**src/i2crm_pkg.sv**
```systemverilog
package i2crm_pkg;

    localparam int DEFAULT_MAX_READ_BYTES = 16;
    localparam int CFG_ADDR_W             = 4;
    localparam int CFG_DATA_W             = 32;

    localparam logic [9:0] START_GAP_TICKS = 10'd20;

    localparam logic [7:0] HALF_BIT_RESET   = 8'd3;
    localparam logic [7:0] SETTLE_RESET     = 8'd6;
    localparam logic [9:0] POST_WRITE_RESET = 10'd800;

    localparam logic [1:0] REG_HALF_BIT   = 2'd0;
    localparam logic [1:0] REG_SETTLE     = 2'd1;
    localparam logic [1:0] REG_POST_WRITE = 2'd2;

    localparam logic [1:0] FUNC_TICK  = 2'd0;
    localparam logic [1:0] FUNC_WRITE = 2'd1;
    localparam logic [1:0] FUNC_READ  = 2'd2;

    typedef struct packed {
        logic [1:0] func;
        logic [6:0] device_addr;
        logic [7:0] reg_addr;
        logic [7:0] write_data;
        logic [4:0] read_count;
        logic       sda_in;
    } in_word_t;

    typedef struct packed {
        logic       scl_low;
        logic       sda_low;
        logic       busy_res;
        logic       read_valid;
        logic [7:0] read_data;
        logic       read_last;
        logic       done_res;
        logic       ack_error;
    } out_word_t;

    typedef struct packed {
        logic [7:0] half_bit_ticks;
        logic [7:0] settle_ticks;
        logic [9:0] post_write_ticks;
    } cfg_t;

endpackage

```
**src/i2crm_cfg.sv**
```systemverilog
module i2crm_cfg (
    input  logic                               clk,
    input  logic                               rst_n,
    input  logic                               psel,
    input  logic                               penable,
    input  logic                               pwrite,
    input  logic [i2crm_pkg::CFG_ADDR_W-1:0]   paddr,
    input  logic [i2crm_pkg::CFG_DATA_W-1:0]   pwdata,
    output logic [i2crm_pkg::CFG_DATA_W-1:0]   prdata,
    output logic                               pready,
    output i2crm_pkg::cfg_t                    cfg
);
    import i2crm_pkg::*;

    logic [7:0] half_bit_reg;
    logic [7:0] settle_reg;
    logic [9:0] post_write_reg;
    logic [1:0] reg_index;
    logic       wr_en;

    assign pready    = 1'b1;
    assign reg_index = paddr[3:2];
    assign wr_en     = psel && penable && pwrite;

    always_ff @(posedge clk or negedge rst_n)
    begin
        if (!rst_n)
        begin
            half_bit_reg   <= HALF_BIT_RESET;
            settle_reg     <= SETTLE_RESET;
            post_write_reg <= POST_WRITE_RESET;
        end
        else if (wr_en)
        begin
            case (reg_index)
                REG_HALF_BIT:   half_bit_reg   <= pwdata[7:0];
                REG_SETTLE:     settle_reg     <= pwdata[7:0];
                REG_POST_WRITE: post_write_reg <= pwdata[9:0];
                default:        ;
            endcase
        end
    end

    always_comb
    begin
        case (reg_index)
            REG_HALF_BIT:   prdata = {24'd0, half_bit_reg};
            REG_SETTLE:     prdata = {24'd0, settle_reg};
            REG_POST_WRITE: prdata = {22'd0, post_write_reg};
            default:        prdata = '0;
        endcase
    end

    assign cfg.half_bit_ticks   = half_bit_reg;
    assign cfg.settle_ticks     = settle_reg;
    assign cfg.post_write_ticks = post_write_reg;

endmodule

```
**src/i2crm_seq.sv**
```systemverilog
module i2crm_seq #(
    parameter int MAX_READ_BYTES = i2crm_pkg::DEFAULT_MAX_READ_BYTES
) (
    input  logic                 clk,
    input  logic                 rst_n,
    input  logic                 fire,
    input  i2crm_pkg::in_word_t  word,
    input  i2crm_pkg::cfg_t      cfg,
    output i2crm_pkg::out_word_t result
);
    import i2crm_pkg::*;

    typedef enum logic [4:0] {
        PH_IDLE, PH_START_REL, PH_START_SDA, PH_START_GAP, PH_TX_HIGH, PH_TX_LOW,
        PH_ACK_HIGH, PH_ACK_LOW, PH_RX_HIGH, PH_RX_LOW, PH_MACK_SET, PH_MACK_HIGH,
        PH_MACK_LOW, PH_STOP_LOW, PH_STOP_HIGH, PH_STOP_REL, PH_POST
    } phase_t;

    typedef enum logic [1:0] {ST_ADDR, ST_REG, ST_RADDR, ST_DATA} stage_t;

    localparam logic [4:0] MAX_COUNT = 5'(MAX_READ_BYTES);

    phase_t     phase_reg, phase_next;
    stage_t     stage_reg, stage_next;
    logic [9:0] tick_reg, tick_next, tick_inc, len;
    logic [3:0] bit_index_reg, bit_index_next;
    logic [7:0] shift_reg, shift_next;
    logic [4:0] bytes_left_reg, bytes_left_next, cnt;
    logic [6:0] held_device_reg, held_device_next;
    logic [7:0] held_register_reg, held_register_next;
    logic [7:0] held_data_reg, held_data_next;
    logic       is_read_reg, is_read_next;
    logic       nack_reg, nack_next;
    logic       scl_drv, sda_drv, rvalid, rlast, done;
    logic [7:0] rdata;
    logic [9:0] len_sel;

    always_comb
    begin
        phase_next         = phase_reg;
        stage_next         = stage_reg;
        tick_next          = tick_reg;
        bit_index_next     = bit_index_reg;
        shift_next         = shift_reg;
        bytes_left_next    = bytes_left_reg;
        held_device_next   = held_device_reg;
        held_register_next = held_register_reg;
        held_data_next     = held_data_reg;
        is_read_next       = is_read_reg;
        nack_next          = nack_reg;
        scl_drv            = 1'b0;
        sda_drv            = 1'b0;
        rvalid             = 1'b0;
        rdata              = 8'd0;
        rlast              = 1'b0;
        done               = 1'b0;
        len_sel            = 10'd0;
        len                = 10'd1;
        tick_inc           = 10'd0;

        cnt = (word.read_count == 5'd0) ? 5'd1 : word.read_count;
        if (cnt > MAX_COUNT)
        begin
            cnt = MAX_COUNT;
        end

        if (phase_reg == PH_IDLE && (word.func == FUNC_WRITE || word.func == FUNC_READ))
        begin
            held_device_next   = word.device_addr;
            held_register_next = word.reg_addr;
            held_data_next     = word.write_data;
            bytes_left_next    = cnt;
            is_read_next       = (word.func == FUNC_READ);
            nack_next          = 1'b0;
            stage_next         = ST_ADDR;
            shift_next         = {word.device_addr, 1'b0};
            bit_index_next     = 4'd0;
            tick_next          = 10'd0;
            phase_next         = PH_START_REL;
        end

        if (phase_next != PH_IDLE)
        begin
            case (phase_next)
                PH_START_SDA:
                    sda_drv = 1'b1;
                PH_START_GAP, PH_STOP_LOW:
                begin
                    scl_drv = 1'b1;
                    sda_drv = 1'b1;
                end
                PH_TX_HIGH:
                    sda_drv = ~shift_next[7];
                PH_TX_LOW:
                begin
                    scl_drv = 1'b1;
                    sda_drv = ~shift_next[7];
                end
                PH_ACK_LOW, PH_RX_LOW:
                    scl_drv = 1'b1;
                PH_MACK_SET, PH_MACK_LOW:
                begin
                    scl_drv = 1'b1;
                    sda_drv = (bytes_left_next > 5'd1);
                end
                PH_MACK_HIGH:
                    sda_drv = (bytes_left_next > 5'd1);
                PH_STOP_HIGH:
                    sda_drv = 1'b1;
                default:
                    ;
            endcase

            case (phase_next)
                PH_TX_HIGH, PH_TX_LOW, PH_ACK_LOW, PH_RX_HIGH, PH_RX_LOW:
                    len_sel = {2'd0, cfg.half_bit_ticks};
                PH_START_GAP:
                    len_sel = START_GAP_TICKS;
                PH_POST:
                    len_sel = cfg.post_write_ticks;
                default:
                    len_sel = {2'd0, cfg.settle_ticks};
            endcase
            len     = (len_sel == 10'd0) ? 10'd1 : len_sel;

            tick_inc = tick_next + 10'd1;
            if (tick_inc >= len)
            begin
                tick_next = 10'd0;
                case (phase_next)
                    PH_START_REL:
                        phase_next = PH_START_SDA;
                    PH_START_SDA:
                    begin
                        bit_index_next = 4'd0;
                        phase_next = (stage_next == ST_ADDR && !is_read_next) ?
                                     PH_START_GAP : PH_TX_HIGH;
                    end
                    PH_START_GAP:
                        phase_next = PH_TX_HIGH;
                    PH_TX_HIGH:
                        phase_next = PH_TX_LOW;
                    PH_TX_LOW:
                    begin
                        shift_next     = {shift_next[6:0], 1'b0};
                        bit_index_next = bit_index_next + 4'd1;
                        phase_next = (bit_index_next >= 4'd8) ? PH_ACK_HIGH : PH_TX_HIGH;
                    end
                    PH_ACK_HIGH:
                    begin
                        if (word.sda_in)
                        begin
                            nack_next = 1'b1;
                        end
                        phase_next = PH_ACK_LOW;
                    end
                    PH_ACK_LOW:
                    begin
                        bit_index_next = 4'd0;
                        case (stage_next)
                            ST_ADDR:
                            begin
                                stage_next = ST_REG;
                                shift_next = held_register_next;
                                phase_next = PH_TX_HIGH;
                            end
                            ST_REG:
                            begin
                                if (is_read_next)
                                begin
                                    stage_next = ST_RADDR;
                                    shift_next = {held_device_next, 1'b1};
                                    phase_next = PH_START_REL;
                                end
                                else
                                begin
                                    stage_next = ST_DATA;
                                    shift_next = held_data_next;
                                    phase_next = PH_TX_HIGH;
                                end
                            end
                            ST_RADDR:
                            begin
                                shift_next = 8'd0;
                                phase_next = PH_RX_HIGH;
                            end
                            default:
                                phase_next = PH_STOP_LOW;
                        endcase
                    end
                    PH_RX_HIGH:
                    begin
                        shift_next     = {shift_next[6:0], word.sda_in};
                        bit_index_next = bit_index_next + 4'd1;
                        if (bit_index_next >= 4'd8)
                        begin
                            rvalid = 1'b1;
                            rdata  = shift_next;
                            rlast  = (bytes_left_next <= 5'd1);
                        end
                        phase_next = PH_RX_LOW;
                    end
                    PH_RX_LOW:
                        phase_next = (bit_index_next >= 4'd8) ? PH_MACK_SET : PH_RX_HIGH;
                    PH_MACK_SET:
                        phase_next = PH_MACK_HIGH;
                    PH_MACK_HIGH:
                        phase_next = PH_MACK_LOW;
                    PH_MACK_LOW:
                    begin
                        if (bytes_left_next != 5'd0)
                        begin
                            bytes_left_next = bytes_left_next - 5'd1;
                        end
                        if (bytes_left_next == 5'd0)
                        begin
                            phase_next = PH_STOP_LOW;
                        end
                        else
                        begin
                            bit_index_next = 4'd0;
                            shift_next     = 8'd0;
                            phase_next     = PH_RX_HIGH;
                        end
                    end
                    PH_STOP_LOW:
                        phase_next = PH_STOP_HIGH;
                    PH_STOP_HIGH:
                        phase_next = PH_STOP_REL;
                    PH_STOP_REL:
                    begin
                        if (!is_read_next && cfg.post_write_ticks != 10'd0)
                        begin
                            phase_next = PH_POST;
                        end
                        else
                        begin
                            phase_next = PH_IDLE;
                            done       = 1'b1;
                        end
                    end
                    default:
                    begin
                        phase_next = PH_IDLE;
                        done       = 1'b1;
                    end
                endcase
            end
            else
            begin
                tick_next = tick_inc;
            end
        end
    end

    always_ff @(posedge clk or negedge rst_n)
    begin
        if (!rst_n)
        begin
            phase_reg         <= PH_IDLE;
            stage_reg         <= ST_ADDR;
            tick_reg          <= '0;
            bit_index_reg     <= '0;
            shift_reg         <= '0;
            bytes_left_reg    <= '0;
            held_device_reg   <= '0;
            held_register_reg <= '0;
            held_data_reg     <= '0;
            is_read_reg       <= 1'b0;
            nack_reg          <= 1'b0;
        end
        else if (fire)
        begin
            phase_reg         <= phase_next;
            stage_reg         <= stage_next;
            tick_reg          <= tick_next;
            bit_index_reg     <= bit_index_next;
            shift_reg         <= shift_next;
            bytes_left_reg    <= bytes_left_next;
            held_device_reg   <= held_device_next;
            held_register_reg <= held_register_next;
            held_data_reg     <= held_data_next;
            is_read_reg       <= is_read_next;
            nack_reg          <= nack_next;
        end
    end

    assign result.scl_low    = scl_drv;
    assign result.sda_low    = sda_drv;
    assign result.busy_res   = (phase_next != PH_IDLE);
    assign result.read_valid = rvalid;
    assign result.read_data  = rdata;
    assign result.read_last  = rlast;
    assign result.done_res   = done;
    assign result.ack_error  = nack_next;

endmodule

```
**src/i2c_register_master.sv**
```systemverilog
// I2C register master, one bus timing tick per input word.
//
// Input channel (in_valid / in_stall / in_word): each accepted word is one
// tick. func selects tick only, start write, or start read; commands that
// arrive while a transaction is running act as plain ticks. sda_in is the
// sampled SDA level for that tick.
// Output channel (out_valid / out_stall / out_word): exactly one word per
// accepted input word, in order, carrying the SCL/SDA pull-down drive,
// busy/done status, received bytes and the sticky acknowledge error.
// Configuration: APB-style port, registers at 0x0 half-bit ticks,
// 0x4 settle ticks, 0x8 post-write ticks; pready is tied high.
// Each input word is captured in the input register, then its result word
// in the result register, which drives out_word. Throughput: one word per
// cycle while the output is not stalled; the sequencer state updates once
// per tick.
// Reset: sequencer idle, both lines released, registers at 3 / 6 / 800.
// When out_stall is held with out_valid set, the result register and the input register
// both hold, and in_stall rises once the input register is full.
module i2c_register_master #(
    parameter int MAX_READ_BYTES = i2crm_pkg::DEFAULT_MAX_READ_BYTES
) (
    input  logic                               clk,
    input  logic                               rst_n,
    input  logic                               in_valid,
    output logic                               in_stall,
    input  i2crm_pkg::in_word_t                in_word,
    output logic                               out_valid,
    input  logic                               out_stall,
    output i2crm_pkg::out_word_t               out_word,
    input  logic                               psel,
    input  logic                               penable,
    input  logic                               pwrite,
    input  logic [i2crm_pkg::CFG_ADDR_W-1:0]   paddr,
    input  logic [i2crm_pkg::CFG_DATA_W-1:0]   pwdata,
    output logic [i2crm_pkg::CFG_DATA_W-1:0]   prdata,
    output logic                               pready
);
    import i2crm_pkg::*;

    cfg_t      cfg;
    in_word_t  in_word_reg;
    logic      in_valid_reg;
    out_word_t step_word;
    out_word_t out_word_reg;
    logic      out_valid_reg;
    logic      advance;
    logic      fire;

    assign advance  = !out_valid_reg || !out_stall;
    assign fire     = in_valid_reg && advance;
    assign in_stall = in_valid_reg && !advance;

    i2crm_cfg u_cfg (
        .clk     (clk),
        .rst_n   (rst_n),
        .psel    (psel),
        .penable (penable),
        .pwrite  (pwrite),
        .paddr   (paddr),
        .pwdata  (pwdata),
        .prdata  (prdata),
        .pready  (pready),
        .cfg     (cfg)
    );

    i2crm_seq #(
        .MAX_READ_BYTES (MAX_READ_BYTES)
    ) u_seq (
        .clk    (clk),
        .rst_n  (rst_n),
        .fire   (fire),
        .word   (in_word_reg),
        .cfg    (cfg),
        .result (step_word)
    );

    always_ff @(posedge clk or negedge rst_n)
    begin
        if (!rst_n)
        begin
            in_valid_reg  <= 1'b0;
            out_valid_reg <= 1'b0;
        end
        else
        begin
            if (!in_stall)
            begin
                in_valid_reg <= in_valid;
            end
            if (advance)
            begin
                out_valid_reg <= in_valid_reg;
            end
        end
    end

    always_ff @(posedge clk)
    begin
        if (!in_stall && in_valid)
        begin
            in_word_reg <= in_word;
        end
        if (fire)
        begin
            out_word_reg <= step_word;
        end
    end

    assign out_valid = out_valid_reg;
    assign out_word  = out_word_reg;

endmodule

```
**config.mk**
```make
export PLATFORM = sky130hd
export DESIGN_NAME = i2c_register_master
export DESIGN_NICKNAME = d
export VERILOG_FILES = /design/src/i2crm_pkg.sv /design/src/i2crm_cfg.sv /design/src/i2crm_seq.sv /design/src/i2c_register_master.sv
export SDC_FILE = /design/constraint.sdc
export NUM_CORES = 1
export LEC_CHECK = 0
export ABC_AREA = 1
export BUFFER_PORTS_ARGS = -buffer_cell sky130_fd_sc_hd__buf_4
export CORE_MARGIN = 3
export CORE_UTILIZATION = 58
export CTS_CLUSTER_SIZE = 30
export DETAILED_ROUTE_END_ITERATION = 10
export MAX_ROUTING_LAYER = met4
export PLACE_DENSITY = 0.91
export SETUP_SLACK_MARGIN = 0.4
export SYNTH_ARGS = -nofsm -noshare
export SYNTH_HDL_FRONTEND = slang
export SYNTH_HIERARCHICAL = 1
export SYNTH_SLANG_ARGS = --single-unit
```
**constraint.sdc**
```tcl
create_clock -name clk -period 5.3 [get_ports clk]
set_clock_uncertainty 0.2 [all_clocks]
set_input_delay 0.795 -clock clk [delete_from_list [all_inputs] [get_ports clk]]
set_output_delay 0.795 -clock clk [all_outputs]
set_load 0.005 [all_outputs]
```
==> flow_summary.toml <==
[clocking]
cts_hold_buf = 0
clock_path_buffers = 2
cts_sinks = 133
clock-root-buffer = "clkbuf_16"
insertion_delay_ns = 0.43
numCtsBuffers = 17
cts_setup_buffers = 0
cts_tree = "yes"
cts.htree.levels = 4
clkTransAtPathRegs_ns = 0.06
post_cts_resized = 0

[setup_path]
crit_path_end_kind = "flip-flop"
r2r_setup_slack_ns = 0.87
worstPathRequired_ns = 5.36
arrival_ns = 4.49
worst-path-buf-inv = 4
crit_cells = 25
critPathKind = "reg -> reg"
r2r.worst_path.cells = 25
path_common_cell = "nand2_1"
cp-start-kind = "flip-flop"
cp_max_fo = 10
slowest_delay_ns = 0.35
cp_top_family = "simple AND/OR/NAND/NOR gates"
cp_slowest_cell = "nor2_2"

[sta]
slew_headroom = 0.153
rsz0062_at_grt = "false"
max_freq_mhz = 226
hold_viol_final = 0
drv_slew = 0
final.setup.tns_ns = 0
period_minus_slack_ns = 4.43
worstMarginPinSlew_ns = 1.27
setup_viol = 0
period_share = 0.836

[detailed_routing]
firstDrtPassIters = 7
wirelength_mm = 18.6
drt-initial-drc-count = 893
post-route-drc-count = 0
antenna_left = 0
wl_per_cell_microns = 15.2
via_count = 6808
avgViaCountPerCell = 5.55

[power_and_ir_drop]
powerDensity_nw_per_um2 = 537
vdd_drop_max_mv = 0.378
p_leak_nw = 4.43
power_w = 0.00483

[place]
gp_congestion = 0.939
io_buffers = 76
hpwl_mm = 12.8
place_inst = 1194

[layout]
diodes = 0
layout-drive-gt1-share = 0.181
fin_cells = 1226
largest_register_ffs = 31
area_growth_pct = 14.5
fin_util = 0.696
fin_nets = 1131

[floorplan]
rows = 41
initial_utilization = 0.608
ios = 124
design.core.area_sq_um = 12900
die_h_microns = 122
chipWidth_microns = 122
dieArea_sq_um = 15000

[yosys]
synth_seq_area_share = 0.454
synthTopCellsByArea = "dfrtp_1 (25%), edfxtp_1 (18%), nand2_1 (14%), o21ai_0 (5.5%), inv_1 (5.4%)"
synth_top_cells_by_count = "nand2_1 (299), inv_1 (114), o21ai_0 (86)"
synth_ff_type = "dfrtp_1"
ys_ff_latch = 133
ys_types = 53
synth_top_area_share = 0.255
yosysWarnings = 6
yosysMostFrequentCell = "nand2_1"
syn_inst = 974
syn_area_per_cell_sq_um = 8.07
yosys.area.top_type = "dfrtp_1"
async_reset_ff_frac = 0.654
synth_edf_count = 46
synthesis.area_sq_um = 7860

[run]
max_cap_viol_count = 0

[run_status]
status = "completed"

[global_route]
grt_max_degree = 72
grt_pass1_vias = 6478
gr-total-overflow = 0
antenna_found_initial = 0
grt_use_total = 0.269
grt_pass1_wl_mm = 30.6

[hold_path]
hold_path_class = "in -> async"
metrics by stage:
step	worst slack [ns]	hold slack [ns]	cell area, sq um
floorplan	1.31	0.245	7940
global placement	1.15	0.261	8400
detailed placement	0.989	0.267	8400
CTS	0.966	0.160	9000
global route	0.589	0.173	9000
finish	0.867	0.144	9000
final cells by class:
class | instances | area [sq um]
Sequential cell | 133 | 3570
Inverter | 125 | 469
Clock buffer | 18 | 429
Tap cell | 172 | 215
Multi-Input combinational cell | 683 | 3540
Clock inverter | 14 | 175
Timing Repair Buffer | 81 | 608
Fill cell | 961 | 3930
worst register-to-register path, stage by stage (launching register included):
cell and delay (ns):
edfxtp_1 0.33, inv_1 0.05, ha_1 0.33, inv_1 0.08
nand3_2 0.11, nor2_8 0.25, nor2_4 0.09, nand2_1 0.08
inv_1 0.04, nand2_1 0.13, inv_2 0.13, a22oi_1 0.18
nand2_1 0.08, a21oi_1 0.23, nand4_1 0.12, o21bai_1 0.16
ha_1 0.14, nand2_1 0.05, nor2_1 0.09, nand4_1 0.10
nand3_1 0.26, nand2_1 0.28, nor2_2 0.35, nand2_1 0.13
xor2_1 0.17, o21ai_1 0.09
cells by family (layout without fill, tap and decap cells):
family,after synthesis,after routing,synth area share
xor+xnor,7,7,0.00875
buf+inv,179,238,0.108
fa+ha+maj,16,16,0.0255
other cells,2,23,0.000955
simple gates,468,468,0.280
compound gates,169,169,0.124
flops,133,133,0.454
worst paths after layout:
check                                           startpoint                                  end
max                              in_word_reg[29]$_DFFE_PP_  u_seq/bytes_left_reg[0]$_DFFE_PN0P_
min                                                  rst_n  u_cfg/post_write_reg[4]$_DFFE_PN0P_
max reg2reg                      in_word_reg[29]$_DFFE_PP_  u_seq/bytes_left_reg[0]$_DFFE_PN0P_
min reg2reg                u_cfg/settle_reg[2]$_DFFE_PN1P_      u_cfg/settle_reg[2]$_DFFE_PN1P_
max in group asynchronous                            rst_n   u_seq/held_data_reg[5]$_DFFE_PN0P_
min in group clk           u_cfg/settle_reg[2]$_DFFE_PN1P_      u_cfg/settle_reg[2]$_DFFE_PN1P_
placed cells by master (no fill, tap or decap), drive strengths merged:
| cell type | count |
|---|---|
| o31ai | 3 |
| xor2 | 5 |
| nand2 | 318 |
| buf | 81 |
| nand3 | 53 |
| o32ai | 1 |
| o211a | 1 |
| o221ai | 1 |
| edfxtp | 46 |
| clkinvlp | 1 |
| bufinv | 3 |
| a41oi | 1 |
| ha | 16 |
| o22ai | 5 |
| dfstp | 7 |
| dfrtp | 80 |
| conb | 23 |
| or2 | 2 |
| a21oi | 35 |
| o211ai | 9 |
| a221oi | 2 |
| o21ai | 92 |
| nor4 | 2 |
| inv | 128 |
| o21bai | 1 |
| clkbuf | 18 |
| nand4 | 6 |
| nor3 | 5 |
| a22oi | 16 |
| nor2 | 81 |
| a31oi | 2 |
| nand3b | 1 |
| clkinv | 7 |
| xnor2 | 2 |
layer usage:
layer / part of all wire / track usage
met5: 0 / -
met4: 0.029 / 0.111
met3: 0.082 / 0.0521
met2: 0.48 / 0.420
met1: 0.41 / 0.347
power breakdown:
group	internal [W]	switching, W
clock network	0.000744	0.000462
logic	0.000669	0.00147
registers	0.00135	0.000141
Power figures use the tool's default switching activity.
